$ cat config.mk
export PLATFORM = sky130hd
export DESIGN_NAME = priority_time_slice_scheduler_top
export DESIGN_NICKNAME = d
export VERILOG_FILES = /design/src/rtl/pts_pkg.sv /design/src/rtl/priority_time_slice_scheduler_top.sv /design/src/rtl/pts_slot_mem.sv /design/src/rtl/pts_alu.sv
export SDC_FILE = /design/constraint.sdc
export NUM_CORES = 1
export LEC_CHECK = 0
export BUFFER_PORTS_ARGS = -buffer_cell sky130_fd_sc_hd__buf_2
export CELL_PAD_IN_SITES_DETAIL_PLACEMENT = 1
export CELL_PAD_IN_SITES_GLOBAL_PLACEMENT = 1
export CORE_UTILIZATION = 50
export DETAILED_ROUTE_END_ITERATION = 8
export PLACE_DENSITY = 0.76
export SYNTH_ARGS = -nofsm -noshare
export SYNTH_HDL_FRONTEND = slang
export SYNTH_SLANG_ARGS = --single-unit
$ cat constraint.sdc
create_clock -name clk -period 4.5 [get_ports clk]
set_clock_uncertainty 0.05 [all_clocks]
set_input_delay 0.675 -clock clk [delete_from_list [all_inputs] [get_ports clk]]
set_output_delay 0.675 -clock clk [all_outputs]
set_load 0.1 [all_outputs]
$ cat src/rtl/pts_pkg.sv
// Shared types and constants for the priority time-slice scheduler.
package pts_pkg;

  localparam int CNT_W        = 10;
  localparam int PRI_W        = 8;
  localparam int SLOT_FIELD_W = 3;

  typedef logic [CNT_W-1:0] cnt_t;
  typedef logic [PRI_W-1:0] pri_t;

  localparam cnt_t CNT_MAX = cnt_t'((1 << CNT_W) - 1);

  // Action codes carried by an input item.
  localparam logic ACT_TICK = 1'b0;
  localparam logic ACT_LOAD = 1'b1;

  typedef enum logic [1:0] {
    ALU_DEC,
    ALU_RELOAD,
    ALU_GT
  } alu_op_t;

  typedef struct packed {
    cnt_t value;
    logic gt;
    logic zero;
  } alu_res_t;

endpackage

$ cat src/rtl/priority_time_slice_scheduler_top.sv
// Top level of the priority time-slice scheduler: sequencer, slot table and shared unit.
//
// Channel  Direction  Handshake          Payload
// in_      input      in_valid/in_stall  in_action, in_slot_index, in_load_counter,
//                                        in_load_priority
// out_     output     out_valid/out_stall out_running_task, out_switched,
//                                        out_running_counter, out_reloaded, out_stuck
//
// A load item goes straight to the final read and output steps; a tick that keeps the
// running task first passes the decrement step. A tick that reschedules adds one slot
// scan (a tick from the idle task skips the decrement step); a reload adds a rewrite
// pass and a second scan. Item time is set by the single read port of the slot table,
// which the scan and the reload pass walk one slot per cycle.
// rst_n is synchronous and active low; it clears every counter, priority and the
// running slot at once, so no clearing pass is needed.
// The input is held off (in_stall high) while an item is being worked on. A
// finished result waits in the output register, and the next item may be accepted
// meanwhile; the sequencer only stalls at its last step if that register is full.
module priority_time_slice_scheduler_top #(
  parameter int NUM_TASKS = 8
) (
  input  logic                clk,
  input  logic                rst_n,
  input  logic                in_valid,
  output logic                in_stall,
  input  logic                in_action,
  input  logic [2:0]          in_slot_index,
  input  pts_pkg::cnt_t       in_load_counter,
  input  pts_pkg::pri_t       in_load_priority,
  output logic                out_valid,
  input  logic                out_stall,
  output logic [2:0]          out_running_task,
  output logic                out_switched,
  output pts_pkg::cnt_t       out_running_counter,
  output logic                out_reloaded,
  output logic                out_stuck
);
  import pts_pkg::*;

  localparam int SLOT_W = $clog2(NUM_TASKS);
  localparam int IDX_W  = SLOT_W + 1;
  localparam logic [IDX_W-1:0] LAST_IDX = IDX_W'(NUM_TASKS);

  typedef enum logic [2:0] {
    S_IDLE,
    S_DEC,
    S_SCAN_INIT,
    S_SCAN,
    S_PICK,
    S_RELOAD,
    S_FIN_RD,
    S_FIN
  } state_t;

  state_t              state_r;
  logic [SLOT_W-1:0]   cur_r;
  logic [SLOT_W-1:0]   before_r;
  logic [IDX_W-1:0]    scan_idx_r;
  logic [SLOT_W-1:0]   cmp_idx_r;
  logic                data_vld_r;
  logic [SLOT_W-1:0]   best_r;
  cnt_t                best_cnt_r;
  logic                reloaded_r;
  logic                stuck_r;

  logic                out_valid_r;
  logic [2:0]          out_task_r;
  logic                out_switched_r;
  cnt_t                out_cnt_r;
  logic                out_reloaded_r;
  logic                out_stuck_r;

  // Slot table and shared-unit connections.
  logic                wr_en;
  logic [SLOT_W-1:0]   wr_addr;
  cnt_t                wr_cnt;
  pri_t                wr_pri;
  logic [SLOT_W-1:0]   rd_addr;
  cnt_t                rd_cnt;
  pri_t                rd_pri;
  alu_op_t             alu_op;
  cnt_t                alu_b;
  alu_res_t            alu_res;

  logic                in_fire;
  logic                load_ok;
  logic                scan_more;
  logic                out_free;
  logic [SLOT_W+SLOT_FIELD_W-1:0] in_idx_ext;
  logic [SLOT_W+SLOT_FIELD_W-1:0] cur_ext;

  assign in_fire    = in_valid && !in_stall;
  assign in_idx_ext = (SLOT_W + SLOT_FIELD_W)'(in_slot_index);
  assign cur_ext    = (SLOT_W + SLOT_FIELD_W)'(cur_r);
  // A load to the idle slot or past the last slot is dropped.
  assign load_ok    = (in_slot_index != '0) && (int'(in_slot_index) < NUM_TASKS);
  assign scan_more  = scan_idx_r < LAST_IDX;
  assign out_free   = !out_valid_r || !out_stall;
  assign in_stall   = state_r != S_IDLE;

  pts_slot_mem #(
    .DEPTH  (NUM_TASKS),
    .ADDR_W (SLOT_W)
  ) u_mem (
    .clk     (clk),
    .rst_n   (rst_n),
    .wr_en   (wr_en),
    .wr_addr (wr_addr),
    .wr_cnt  (wr_cnt),
    .wr_pri  (wr_pri),
    .rd_addr (rd_addr),
    .rd_cnt  (rd_cnt),
    .rd_pri  (rd_pri)
  );

  pts_alu u_alu (
    .op  (alu_op),
    .a   (rd_cnt),
    .b   (alu_b),
    .pri (rd_pri),
    .res (alu_res)
  );

  // Table port and shared-unit steering for each sequencer step.
  always_comb begin
    wr_en   = 1'b0;
    wr_addr = cur_r;
    wr_cnt  = alu_res.value;
    wr_pri  = rd_pri;
    rd_addr = cur_r;
    alu_op  = ALU_GT;
    alu_b   = best_cnt_r;
    unique case (state_r)
      S_IDLE: begin
        // Loads write straight from the input item.
        wr_en   = in_fire && (in_action == ACT_LOAD) && load_ok;
        wr_addr = in_idx_ext[SLOT_W-1:0];
        wr_cnt  = in_load_counter;
        wr_pri  = in_load_priority;
      end
      S_DEC: begin
        // The running task's counter is counted down once per tick.
        alu_op = ALU_DEC;
        wr_en  = 1'b1;
      end
      S_SCAN: begin
        rd_addr = scan_idx_r[SLOT_W-1:0];
      end
      S_RELOAD: begin
        // Read slot i while slot i-1 is rewritten as half its counter plus priority.
        rd_addr = scan_idx_r[SLOT_W-1:0];
        alu_op  = ALU_RELOAD;
        wr_en   = data_vld_r;
        wr_addr = cmp_idx_r;
      end
      S_SCAN_INIT, S_PICK, S_FIN_RD, S_FIN: begin
      end
      default: begin
      end
    endcase
  end

  always_ff @(posedge clk) begin
    if (!rst_n) begin
      state_r     <= S_IDLE;
      cur_r       <= '0;
      before_r    <= '0;
      scan_idx_r  <= '0;
      cmp_idx_r   <= '0;
      data_vld_r  <= 1'b0;
      best_r      <= '0;
      best_cnt_r  <= '0;
      reloaded_r  <= 1'b0;
      stuck_r     <= 1'b0;
      out_valid_r <= 1'b0;
    end else begin
      // In the last step the output register is refilled below instead.
      if (out_valid_r && !out_stall && (state_r != S_FIN)) begin
        out_valid_r <= 1'b0;
      end
      unique case (state_r)
        S_IDLE: begin
          if (in_fire) begin
            before_r   <= cur_r;
            reloaded_r <= 1'b0;
            stuck_r    <= 1'b0;
            if (in_action == ACT_LOAD) begin
              state_r <= S_FIN_RD;
            end else if (cur_r == '0) begin
              state_r <= S_SCAN_INIT;
            end else begin
              state_r <= S_DEC;
            end
          end
        end
        S_DEC: begin
          // The counter is read during the cycle this step follows.
          state_r <= alu_res.zero ? S_SCAN_INIT : S_FIN_RD;
        end
        S_SCAN_INIT: begin
          scan_idx_r <= IDX_W'(1);
          data_vld_r <= 1'b0;
          best_r     <= '0;
          best_cnt_r <= '0;
          state_r    <= S_SCAN;
        end
        S_SCAN: begin
          // Strictly greater keeps the lowest index on a tie.
          if (data_vld_r && alu_res.gt) begin
            best_r     <= cmp_idx_r;
            best_cnt_r <= rd_cnt;
          end
          data_vld_r <= scan_more;
          cmp_idx_r  <= scan_idx_r[SLOT_W-1:0];
          if (scan_more) begin
            scan_idx_r <= scan_idx_r + IDX_W'(1);
          end else if (!data_vld_r) begin
            state_r <= S_PICK;
          end
        end
        S_PICK: begin
          if (best_r != '0) begin
            cur_r   <= best_r;
            state_r <= S_FIN_RD;
          end else if (!reloaded_r) begin
            reloaded_r <= 1'b1;
            scan_idx_r <= IDX_W'(1);
            data_vld_r <= 1'b0;
            state_r    <= S_RELOAD;
          end else begin
            // Nothing runnable even after a reload: keep the current task.
            stuck_r <= 1'b1;
            state_r <= S_FIN_RD;
          end
        end
        S_RELOAD: begin
          data_vld_r <= scan_more;
          cmp_idx_r  <= scan_idx_r[SLOT_W-1:0];
          if (scan_more) begin
            scan_idx_r <= scan_idx_r + IDX_W'(1);
          end else if (!data_vld_r) begin
            state_r <= S_SCAN_INIT;
          end
        end
        S_FIN_RD: begin
          state_r <= S_FIN;
        end
        S_FIN: begin
          if (out_free) begin
            out_valid_r    <= 1'b1;
            out_task_r     <= cur_ext[2:0];
            out_switched_r <= cur_r != before_r;
            out_cnt_r      <= (cur_r == '0) ? '0 : rd_cnt;
            out_reloaded_r <= reloaded_r;
            out_stuck_r    <= stuck_r;
            state_r        <= S_IDLE;
          end
        end
        default: begin
          state_r <= S_IDLE;
        end
      endcase
    end
  end

  assign out_valid           = out_valid_r;
  assign out_running_task    = out_task_r;
  assign out_switched        = out_switched_r;
  assign out_running_counter = out_cnt_r;
  assign out_reloaded        = out_reloaded_r;
  assign out_stuck           = out_stuck_r;

  // A stuck result can only come after a reload attempt.
  a_stuck_after_reload: assert property (@(posedge clk) disable iff (!rst_n)
    out_valid_r && out_stuck_r |-> out_reloaded_r)
    else $error("stuck reported without a reload");

  // A stuck result keeps the running task.
  a_stuck_no_switch: assert property (@(posedge clk) disable iff (!rst_n)
    out_valid_r && out_stuck_r |-> !out_switched_r)
    else $error("stuck result switched tasks");

  // The idle task always reports a zero counter.
  a_idle_zero_cnt: assert property (@(posedge clk) disable iff (!rst_n)
    out_valid_r && (out_task_r == '0) |-> (out_cnt_r == '0))
    else $error("idle task shows a nonzero counter");

  // A successful pick never lands on the idle slot.
  a_pick_not_idle: assert property (@(posedge clk) disable iff (!rst_n)
    (state_r == S_PICK) && (best_r != '0) |=> (cur_r != '0))
    else $error("pick selected the idle slot");

endmodule

$ cat src/rtl/pts_slot_mem.sv
// Slot table memory: counter and priority per slot, with reset-cleared valid bits.
module pts_slot_mem #(
  parameter int DEPTH  = 8,
  parameter int ADDR_W = 3
) (
  input  logic                clk,
  input  logic                rst_n,
  input  logic                wr_en,
  input  logic [ADDR_W-1:0]   wr_addr,
  input  pts_pkg::cnt_t       wr_cnt,
  input  pts_pkg::pri_t       wr_pri,
  input  logic [ADDR_W-1:0]   rd_addr,
  output pts_pkg::cnt_t       rd_cnt,
  output pts_pkg::pri_t       rd_pri
);
  import pts_pkg::*;

  typedef struct packed {
    cnt_t cnt;
    pri_t pri;
  } slot_word_t;

  slot_word_t mem [DEPTH];
  logic [DEPTH-1:0] valid_r;
  slot_word_t rd_data_r;
  logic rd_valid_r;

  always_ff @(posedge clk) begin
    if (wr_en) begin
      mem[wr_addr] <= '{cnt: wr_cnt, pri: wr_pri};
    end
    rd_data_r <= mem[rd_addr];
  end

  // An entry never written reads as zero, which matches the reset contents.
  always_ff @(posedge clk) begin
    if (!rst_n) begin
      valid_r    <= '0;
      rd_valid_r <= 1'b0;
    end else begin
      if (wr_en) begin
        valid_r[wr_addr] <= 1'b1;
      end
      rd_valid_r <= valid_r[rd_addr];
    end
  end

  assign rd_cnt = rd_valid_r ? rd_data_r.cnt : '0;
  assign rd_pri = rd_valid_r ? rd_data_r.pri : '0;

endmodule

$ cat src/rtl/pts_alu.sv
// Shared counter unit: decrement, halve-and-add reload, and magnitude compare.
module pts_alu (
  input  pts_pkg::alu_op_t  op,
  input  pts_pkg::cnt_t     a,
  input  pts_pkg::cnt_t     b,
  input  pts_pkg::pri_t     pri,
  output pts_pkg::alu_res_t res
);
  import pts_pkg::*;

  logic [CNT_W:0] sum;
  cnt_t value;

  assign sum = (CNT_W + 1)'(a >> 1) + (CNT_W + 1)'(pri);

  always_comb begin
    unique case (op)
      ALU_DEC:    value = (a == '0) ? '0 : a - cnt_t'(1);
      ALU_RELOAD: value = (sum > (CNT_W + 1)'(CNT_MAX)) ? CNT_MAX : sum[CNT_W-1:0];
      ALU_GT:     value = a;
      default:    value = a;
    endcase
  end

  assign res.value = value;
  assign res.gt    = a > b;
  assign res.zero  = value == '0;

endmodule

==> flow_metrics.tcl, run 1 <==
set metrics [dict create \
    status "finished clean" \
    layout-drive-gt1-share_pct 23.2 \
    ctsRootBufferMaster "clkbuf_16" \
    n_antenna_cell 0 \
    firstDrtPassIters 4 \
    yosys_warnings 0 \
    rsz0062_at_grt "false" \
    hold_viol 0 \
    worstSetupPathType "reg2reg" \
    worstPathRequired_ns 4.72 \
    antenna_left 0 \
    port_buffers 43 \
    synthDistinctLibCells 62 \
    critical_path.cell_chain "buf_4 > nand2_1 > inv_1 > ha_1 > inv_1 > fa_1 > nand2b_1 > a2111oi_0 > o31ai_1 > or4_1 > nand3_1 > nor2_1 > nor2_1" \
    ys_async_sr_fraction_pct 0 \
    setup_tns_ns 0 \
    fmax_mhz 263 \
    grt_first_pass_wirelength_microns 39100 \
    h-tree-depth 1 \
    irDropWorstVdd_mv 0.394 \
    syn_to_final_growth_pct 14.0 \
    setup_viol 0 \
    leakagePower_nw 3.92 \
    drv_cap 0 \
    mostFrequentLayoutCell "edfxtp_1" \
    vias_per_cell 6.05 \
    cts_setup_buffers 0 \
    core-area_sq_mm 0.0189 \
    clockBufferDepth 3 \
    power.density_mw_per_mm2 587 \
    syn_area_sq_mm 0.00973 \
    arrival_ns 4.03 \
    max_slew_margin_pct 41.7 \
    antenna_found_initial 0 \
    cts_sinks 220 \
    p_int_mw 4.39 \
    dieArea_sq_mm 0.0200 \
    gr-total-overflow 0 \
    power_frac_comb_pct 25.1 \
    synth_edf_count 160 \
    yosysSeqAreaShare_pct 61.8 \
    die_x_microns 141 \
    postCtsHoldBufs 0 \
    finalCritPeriodShare_pct 84.6 \
    switchingPower_mw 2.12 \
    grt_pass1_vias 6622 \
    cts_tree "built" \
    synth-seq-cells 220 \
    initialDrtViolationCount 527 \
    syn_inst 716 \
    layout.nets 810 \
    drc_errors 0 \
    crit_path_top_delay_cell "a2111oi_0" \
    clkTransAtPathRegs_ns 0.06 \
    wl_per_cell_microns 24.5 \
    final_core_util_pct 58.7 \
    power_mw 6.51 \
    synth_ff_type "edfxtp_1" \
    grt_max_degree 44 \
    syn_avg_cell_area_sq_um 13.6 \
    fin_area_sq_mm 0.0111 \
    pwr-share-clk_pct 30.4 \
    dpl-instance-area_sq_mm 0.0103 \
    cts_inserted_buffers 24 \
    critPathMaxFanout 18 \
    clkLatencyLatePin_ns 0.54 \
    tightestPinTransition_ns 0.865 \
    fin_crit_ns 3.81 \
    die_h_microns 141 \
    initial_core_util_pct 51.5 \
    routed_wl_microns 25600 \
    via_count 6320 \
    ctsResizeCount 0 \
    syn-num-nets 760 \
    grt.total_usage_pct 26.6 \
    swShare_pct 32.6 \
    slowest_delay_ns 0.75 \
    hold_class "reg2reg" \
    dp_hpwl_microns 16300 \
    pwr-share-seq_pct 44.5 \
    maxSlewViolCount 0 \
    crit_path_end_kind "flop" \
    startpoint_type "flop" \
    gp_congestion 0.931 \
    ios 44 \
    final_cell_mix "160 x edfxtp_1, 60 x dfxtp_1, 47 x nand2_1, 45 x nor2_1, 43 x buf_2" \
    rows 50 \
]
==> synthesized netlist by cell type, drive strengths merged (3+ instances only) <==
cell type / n / area (sq um)
clkbuf: 24 / 90.1
nor2: 53 / 199
nor3: 11 / 60.1
and3: 4 / 25.0
ha: 17 / 213
nand3: 25 / 125
nand2: 47 / 176
xor2: 5 / 43.8
o31ai: 5 / 37.5
or3: 4 / 25.0
o221ai: 7 / 61.3
nand3b: 14 / 105
o21a: 9 / 67.6
a21o: 4 / 30.0
mux4: 38 / 856
a2111oi: 3 / 26.3
o21ai: 18 / 90.1
edfxtp: 160 / 4800
buf: 15 / 91.3
inv: 23 / 86.3
nor4: 3 / 18.8
and2: 8 / 50.1
nor2b: 13 / 81.3
o22ai: 4 / 25.0
nand4: 5 / 31.3
xnor2: 5 / 43.8
a22oi: 6 / 45.0
a21oi: 24 / 120
o211ai: 6 / 45.0
dfxtp: 60 / 1200
a21boi: 25 / 188
a31oi: 5 / 31.3
nand2b: 10 / 62.6
mux2: 26 / 293
==> final timing paths <==
kind	startpoint	end	slack (ns)	cells after the start
hold reg to reg	stuck_r	out_stuck	0.41	0
hold / removal	stuck_r	out_stuck	0.41	0
setup reg to reg	u_mem.rd_valid_r	u_mem.mem[5][16]	0.69	13
setup / recovery	u_mem.rd_valid_r	u_mem.mem[5][16]	0.69	13
==> power by group through the flow <==
stage / Sequential (mW) / Clock (mW) / Combinational (mW)
after CTS: 2.90 / 2.02 / 1.63
after floorplan: 2.86 / 0 / 1.11
final: 2.90 / 1.98 / 1.63
after detailed placement: 2.94 / 0 / 1.61
after global placement: 2.91 / 0 / 1.53
after global routing: 2.92 / 2.07 / 1.75
==> final cells by class <==
type                            instances  area (sq um)
Tap cell                              260           325
Timing Repair Buffer                   63           365
Sequential cell                       220          6010
Inverter                               23          86.3
Fill cell                            1855          7810
Multi-Input combinational cell        434          3500
Clock buffer                           31           657
Clock inverter                         13           149
==> critical path, delay by kind of cell (launching register included) <==
kind	cells	cell delay, ns
AND/OR/NAND/NOR	6	1.32
AO/OA/AOI/OAI	2	0.98
adder cells (fa/ha/maj)	2	0.50
buffers and inverters	3	0.38
flip-flops	1	0.32
==> registers in the layout, summed over array words and instances (netlist names), 3 cells and up <==
register and count:
before_r 3, u_mem.mem 144, u_mem.rd_data_r 18, alu_b 10, u_mem.valid_r 8, cur_r 3, state_r 3, scan_idx_r 4
out_running_counter 10, out_running_task 3, best_r 3, cmp_idx_r 3
==> metrics by stage <==
step	hold slack, ns	cells	setup WS [ns]
final	0.415	1044	0.694
after global routing	0.421	1044	0.527
after CTS	0.410	1044	0.769
after detailed placement	0.401	1000	0.770
after global placement	0.370	1000	1.17
after floorplan	0.356	716	0.858
==> layer usage <==
layer / global-route usage (%) / routed length (microns) / vias up
met5: 0 / 0 / -
met4: 8.83 / 776 / 0
met3: 3.58 / 1320 / 43
met2: 46.6 / 12700 / 189
met1: 34.2 / 10700 / 3246
li1: - / - / 2842
==> logic make-up (layout without fill, tap and decap cells) <==
| group | count (synthesis) | in the layout | synth area share, % |
|---|---|---|---|
| and+or+nand+nor | 205 | 205 | 10.5 |
| buffers and inverters | 62 | 130 | 2.75 |
| muxes | 66 | 66 | 12.0 |
| adders and majority gates | 18 | 18 | 2.39 |
| xor gates and xnor gates | 10 | 10 | 0.901 |
| DFF | 220 | 220 | 61.8 |
| AOI/OAI and AO/OA | 135 | 135 | 9.67 |
No activity file was read; power rests on OpenSTA's default activity.
==> run 2: changes to the inputs <==
--- a/config.mk
+++ b/config.mk
@@ -8,9 +8,9 @@
 export BUFFER_PORTS_ARGS = -buffer_cell sky130_fd_sc_hd__buf_2
 export CELL_PAD_IN_SITES_DETAIL_PLACEMENT = 1
 export CELL_PAD_IN_SITES_GLOBAL_PLACEMENT = 1
-export CORE_UTILIZATION = 50
+export CORE_UTILIZATION = 46
 export DETAILED_ROUTE_END_ITERATION = 8
-export PLACE_DENSITY = 0.76
+export PLACE_DENSITY = 0.73
 export SYNTH_ARGS = -nofsm -noshare
 export SYNTH_HDL_FRONTEND = slang
 export SYNTH_SLANG_ARGS = --single-unit
==> constraint.sdc (replaced) <==
create_clock -name clk -period 3.4 [get_ports clk]
set_clock_uncertainty 0.05 [all_clocks]
set_input_delay 0.51 -clock clk [delete_from_list [all_inputs] [get_ports clk]]
set_output_delay 0.51 -clock clk [all_outputs]
set_load 0.1 [all_outputs]
==> flow_metrics.tcl, run 2 (synthesis results as in run 1) <==
set metrics [dict create \
    gr-total-overflow 0 \
    antenna_left 0 \
    pwr-share-clk_pct 29.4 \
    power_mw 8.71 \
    postCtsHoldBufs 0 \
    final_cell_mix "160 x edfxtp_1, 60 x dfxtp_1, 47 x nand2_1, 44 x nor2_1, 43 x buf_2" \
    setup_viol 0 \
    cts_inserted_buffers 23 \
    critPathMaxFanout 8 \
    switchingPower_mw 2.80 \
    wl_per_cell_microns 24.2 \
    clkLatencyLatePin_ns 0.53 \
    top_regs "u_mem.mem: 144 flops, u_mem.rd_data_r: 18 flops" \
    final_core_util_pct 54.8 \
    dpl-instance-area_sq_mm 0.0104 \
    die_h_microns 147 \
    routed_wl_microns 25800 \
    ios 44 \
    power_frac_comb_pct 26.8 \
    firstDrtPassIters 5 \
    startpoint_type "flop" \
    drc_errors 0 \
    via_count 6375 \
    grt_first_pass_wirelength_microns 40400 \
    initial_core_util_pct 47.5 \
    arrival_ns 3.52 \
    cts_tree "built" \
    rsz0062_at_grt "false" \
    hold_class "in2reg" \
    fin_area_sq_mm 0.0112 \
    irDropWorstVdd_mv 0.545 \
    core-area_sq_mm 0.0205 \
    worstPathRequired_ns 3.70 \
    drv_cap 0 \
    initialDrtViolationCount 331 \
    ctsRootBufferMaster "clkbuf_16" \
    syn_to_final_growth_pct 15.5 \
    finalCritPeriodShare_pct 94.9 \
    dieArea_sq_mm 0.0217 \
    port_buffers 43 \
    dp_hpwl_microns 17500 \
    mostFrequentLayoutCell "edfxtp_1" \
    status "finished clean" \
    clkTransAtPathRegs_ns 0.06 \
    clockBufferDepth 3 \
    gp_congestion 0.917 \
    ctsResizeCount 0 \
    tightestPinTransition_ns 0.800 \
    largest_reg_flops 144 \
    max_slew_margin_pct 46.1 \
    p_int_mw 5.90 \
    layout-drive-gt1-share_pct 24.7 \
    grt.total_usage_pct 24.8 \
    vias_per_cell 5.97 \
    antenna_found_initial 0 \
    grt_max_degree 44 \
    cts_sinks 220 \
    hold_viol 0 \
    worstSetupPathType "reg2reg" \
    pwr-share-seq_pct 43.8 \
    fmax_mhz 310 \
    layout.nets 826 \
    cts_setup_buffers 0 \
    setup_tns_ns 0 \
    rows 52 \
    grt_pass1_vias 6818 \
    leakagePower_nw 3.99 \
    swShare_pct 32.2 \
    crit_path_end_kind "flop" \
    n_antenna_cell 0 \
    die_x_microns 147 \
    maxSlewViolCount 0 \
    top_register "u_mem.mem" \
    fin_crit_ns 3.23 \
    h-tree-depth 1 \
    power.density_mw_per_mm2 775 \
]
[run 2: cell types whose count changed in the layout (fill, tap and decap cells not counted), sizes merged]
cell / before / now
inv: 25 / 24
buf: 63 / 80
bufinv: 2 / 3
clkbuf: 31 / 29
clkinv: 8 / 6
clkinvlp: 1 / 2
[run 2: power groups by stage]
| stage | logic (mW) | registers, mW | clock network (mW) |
|---|---|---|---|
| 5_1_grt | 2.51 | 3.84 | 2.71 |
| 6_report | 2.33 | 3.81 | 2.56 |
| 4_1_cts | 2.33 | 3.81 | 2.61 |
| 3_5_place_dp | 2.32 | 3.87 | 0 |
| 2_1_floorplan | 1.48 | 3.78 | 0 |
| 3_3_place_gp | 2.23 | 3.83 | 0 |
[run 2: area by class of cell]
class	count	area, sq um
Multi-Input combinational cell	434	3510
Sequential cell	220	6010
Fill cell	2043	9260
Clock inverter	12	149
Tap cell	270	338
Inverter	23	86.3
Clock buffer	29	628
Timing Repair Buffer	80	518
[run 2: path summary, 6_finish.rpt]
path	from	end	slack [ns]	cells after the start
setup / recovery	u_mem.rd_valid_r	u_mem.mem[7][14]	0.17	12
hold / removal	out_stall	out_valid	0.26	3
setup reg to reg	u_mem.rd_valid_r	u_mem.mem[7][14]	0.17	12
hold reg to reg	stuck_r	out_stuck	0.39	0
[run 2: worst max-delay path: stages, from the launching register on]
cell       delay (ns)
dfxtp_1          0.41
nand2_1          0.10
inv_1            0.12
ha_1             0.21
inv_1            0.06
fa_1             0.45
nor2b_1          0.25
a2111oi_2        0.11
or4b_2           0.67
a21o_1           0.21
o211ai_1         0.11
nor2_1           0.10
nor2_4           0.18
[run 2: layer usage]
layer,vias up,routed length (microns),global-route usage (%)
met1,3268,11000,33.1
met3,41,1390,3.46
met2,196,12900,42.9
li1,2870,-,-
met4,0,540,6.44
met5,-,0,0
[run 2: through the flow]
step / cells / hold WS, ns / setup WS, ns
2_1_floorplan: 716 / 0.356 / 0.0158
3_3_place_gp: 1027 / 0.371 / 0.213
3_5_place_dp: 1027 / 0.387 / 0.0824
4_1_cts: 1068 / 0.250 / 0.0375
5_1_grt: 1068 / 0.263 / 0.0101
6_report: 1068 / 0.261 / 0.175
==> run 3: changes to the inputs <==
--- a/config.mk
+++ b/config.mk
@@ -6,11 +6,12 @@
 export NUM_CORES = 1
 export LEC_CHECK = 0
 export BUFFER_PORTS_ARGS = -buffer_cell sky130_fd_sc_hd__buf_2
+export CAP_MARGIN = 40
 export CELL_PAD_IN_SITES_DETAIL_PLACEMENT = 1
 export CELL_PAD_IN_SITES_GLOBAL_PLACEMENT = 1
-export CORE_UTILIZATION = 46
+export CORE_UTILIZATION = 50
 export DETAILED_ROUTE_END_ITERATION = 8
-export PLACE_DENSITY = 0.73
+export PLACE_DENSITY = 0.76
 export SYNTH_ARGS = -nofsm -noshare
 export SYNTH_HDL_FRONTEND = slang
 export SYNTH_SLANG_ARGS = --single-unit
==> constraint.sdc (replaced) <==
create_clock -name clk -period 3 [get_ports clk]
set_clock_uncertainty 0.05 [all_clocks]
set_input_delay 0.45 -clock clk [delete_from_list [all_inputs] [get_ports clk]]
set_output_delay 0.45 -clock clk [all_outputs]
set_load 0.1 [all_outputs]
==> flow_metrics.tcl, run 3 (synthesis results as in run 1) <==
set metrics [dict create \
    arrival_ns 3.24 \
    port_buffers 43 \
    dieArea_sq_mm 0.0200 \
    top_regs "u_mem.mem: 144 flops, u_mem.rd_data_r: 18 flops" \
    crit_family "compound AO/OA/AOI/OAI gates" \
    vias_per_cell 5.97 \
    rows 50 \
    postCtsHoldBufs 0 \
    cts_sinks 220 \
    largest_reg_flops 144 \
    initialDrtViolationCount 384 \
    drc_errors 0 \
    crit_path_end_kind "flop" \
    grt.total_usage_pct 27.1 \
    setup_viol 0 \
    max_slew_margin_pct 46.2 \
    crit_path_top_delay_cell "a2111oi_0" \
    leakagePower_nw 4.05 \
    die_x_microns 141 \
    cts_tree "built" \
    setup_tns_ns 0 \
    fin_area_sq_mm 0.0113 \
    critical_path.cell_chain "nand2_1 > inv_1 > ha_4 > inv_1 > fa_2 > nor2b_4 > a2111oi_4 > o31ai_1 > or4_1 > nand3_1 > a2111oi_0 > a21oi_1" \
    fin_crit_ns 2.91 \
    hold_class "in2reg" \
    clkLatencyLatePin_ns 0.53 \
    fmax_mhz 343 \
    routed_wl_microns 25900 \
    n_antenna_cell 0 \
    cts_inserted_buffers 23 \
    worstPathRequired_ns 3.33 \
    via_count 6403 \
    worstSetupPathType "reg2reg" \
    initial_core_util_pct 51.5 \
    crit_path_frequent_cell "inv_1" \
    rsz0062_at_grt "true" \
    hold_viol 0 \
    layout-drive-gt1-share_pct 26.8 \
    syn_to_final_growth_pct 16.6 \
    tightestPinTransition_ns 0.799 \
    whs_ns 0.199 \
    mostFrequentLayoutCell "edfxtp_1" \
    core-area_sq_mm 0.0189 \
    power_mw 9.69 \
    ios 44 \
    path_buf_inv 2 \
    dpl-instance-area_sq_mm 0.0106 \
    grt_max_degree 39 \
    worstHoldStart "out_stall" \
    gp_congestion 0.956 \
    hold_depth 3 \
    grt_first_pass_wirelength_microns 40300 \
    clockBufferDepth 3 \
    status "finished clean" \
    die_h_microns 141 \
    drv_cap 0 \
    startpoint_type "flop" \
    finalCritPeriodShare_pct 97.1 \
    reg2reg_from "u_mem.rd_data_r[9]" \
    gr-total-overflow 0 \
    power.density_mw_per_mm2 855 \
    top_register "u_mem.mem" \
    layout.nets 841 \
    grt_pass1_vias 6900 \
    firstDrtPassIters 5 \
    irDropWorstVdd_mv 0.650 \
    dp_hpwl_microns 17700 \
    antenna_found_initial 0 \
    maxSlewViolCount 0 \
    rr_worst_depth 12 \
    reg2reg_slack_ns 0.09 \
    critPathMaxFanout 5 \
    final_cell_mix "160 x edfxtp_1, 59 x dfxtp_1, 48 x buf_4, 47 x nand2_1, 43 x buf_2" \
    slowest_delay_ns 0.48 \
    r2r_end "state_r[2]" \
    clkTransAtPathRegs_ns 0.06 \
    antenna_left 0 \
    h-tree-depth 1 \
    wl_per_cell_microns 24.2 \
    whs_endpoint "out_valid" \
    ctsRootBufferMaster "clkbuf_16" \
]
-- run 3: cell count changes in the layout (fill, tap and decap cells not counted), sizes merged --
cell,previous run,this run
clkinvlp,2,0
clkbuf,29,27
clkinv,6,13
buf,80,94
bufinv,3,1
-- run 3: worst reg2reg max path: cells and delay by family (launching register included) --
| kind | cells | cell delay (ns) |
|---|---|---|
| AOI/OAI and AO/OA | 4 | 0.98 |
| adders and majority gates | 2 | 0.59 |
| buffers and inverters | 2 | 0.18 |
| DFF | 1 | 0.42 |
| and+or+nand+nor | 4 | 0.57 |
-- run 3: worst max-delay path by stage --
stage / start / endpoint / slack (ns) / depth (start not counted)
floorplan: u_mem.rd_valid_r / u_mem.mem[0][16] / 0.01 / 14
detailed placement: u_mem.rd_data_r[9] / u_mem.mem[7][16] / -0.008 / 12
global route: u_mem.rd_data_r[9] / state_r[2] / -0.007 / 12
CTS: u_mem.rd_data_r[9] / u_mem.mem[2][14] / 0.02 / 12
global placement: u_mem.rd_data_r[9] / state_r[2] / -0.18 / 11
finish: u_mem.rd_data_r[9] / state_r[2] / 0.09 / 12
-- run 3: report_power, final --
| part | internal, mW | leakage, nW | switching (mW) | total (mW) |
|---|---|---|---|---|
| Sequential | 4.08 | 1.96 | 0.210 | 4.29 |
| Combinational | 0.932 | 1.76 | 1.82 | 2.75 |
| Clock | 1.49 | 0.336 | 1.15 | 2.65 |
| Total | 6.51 | 4.05 | 3.18 | 9.69 |
-- run 3: metal layers --
| metal | track usage [%] | up-vias | wire (microns) |
|---|---|---|---|
| li1 | - | 2904 | - |
| met1 | 35.7 | 3299 | 11400 |
| met2 | 46.5 | 154 | 12800 |
| met3 | 4.39 | 46 | 1050 |
| met4 | 8.38 | 0 | 679 |
| met5 | 0 | - | 0 |
-- run 3: final cells by class --
type	count	area [sq um]
clock buffer	26	587
clock inverter	15	109
fill	1848	7550
inverter	23	86.3
multi-input combinational	434	3590
sequential	220	6010
tap	260	325
timing repair buffer	95	641
-- run 3: what timing repair did --
action / 4_1_cts / 5_1_grt
pin swaps: 0 / 1
setup buffers: 0 / 0
endpoints found under the hold margin: 0 / 0
setup endpoints to repair: 8 / 35
gates resized for setup: 1 / 9
-- run 3: through the flow --
stage / std cells / utilization, % / setup slack, ns
floorplan: 716 / - / 0.0131
global placement: 1031 / 56.2 / -0.175
detailed placement: 1032 / 56.2 / -0.00751
CTS: 1073 / 59.9 / 0.0226
global route: 1073 / 60.0 / -0.00698
finish: 1073 / 60.0 / 0.0868
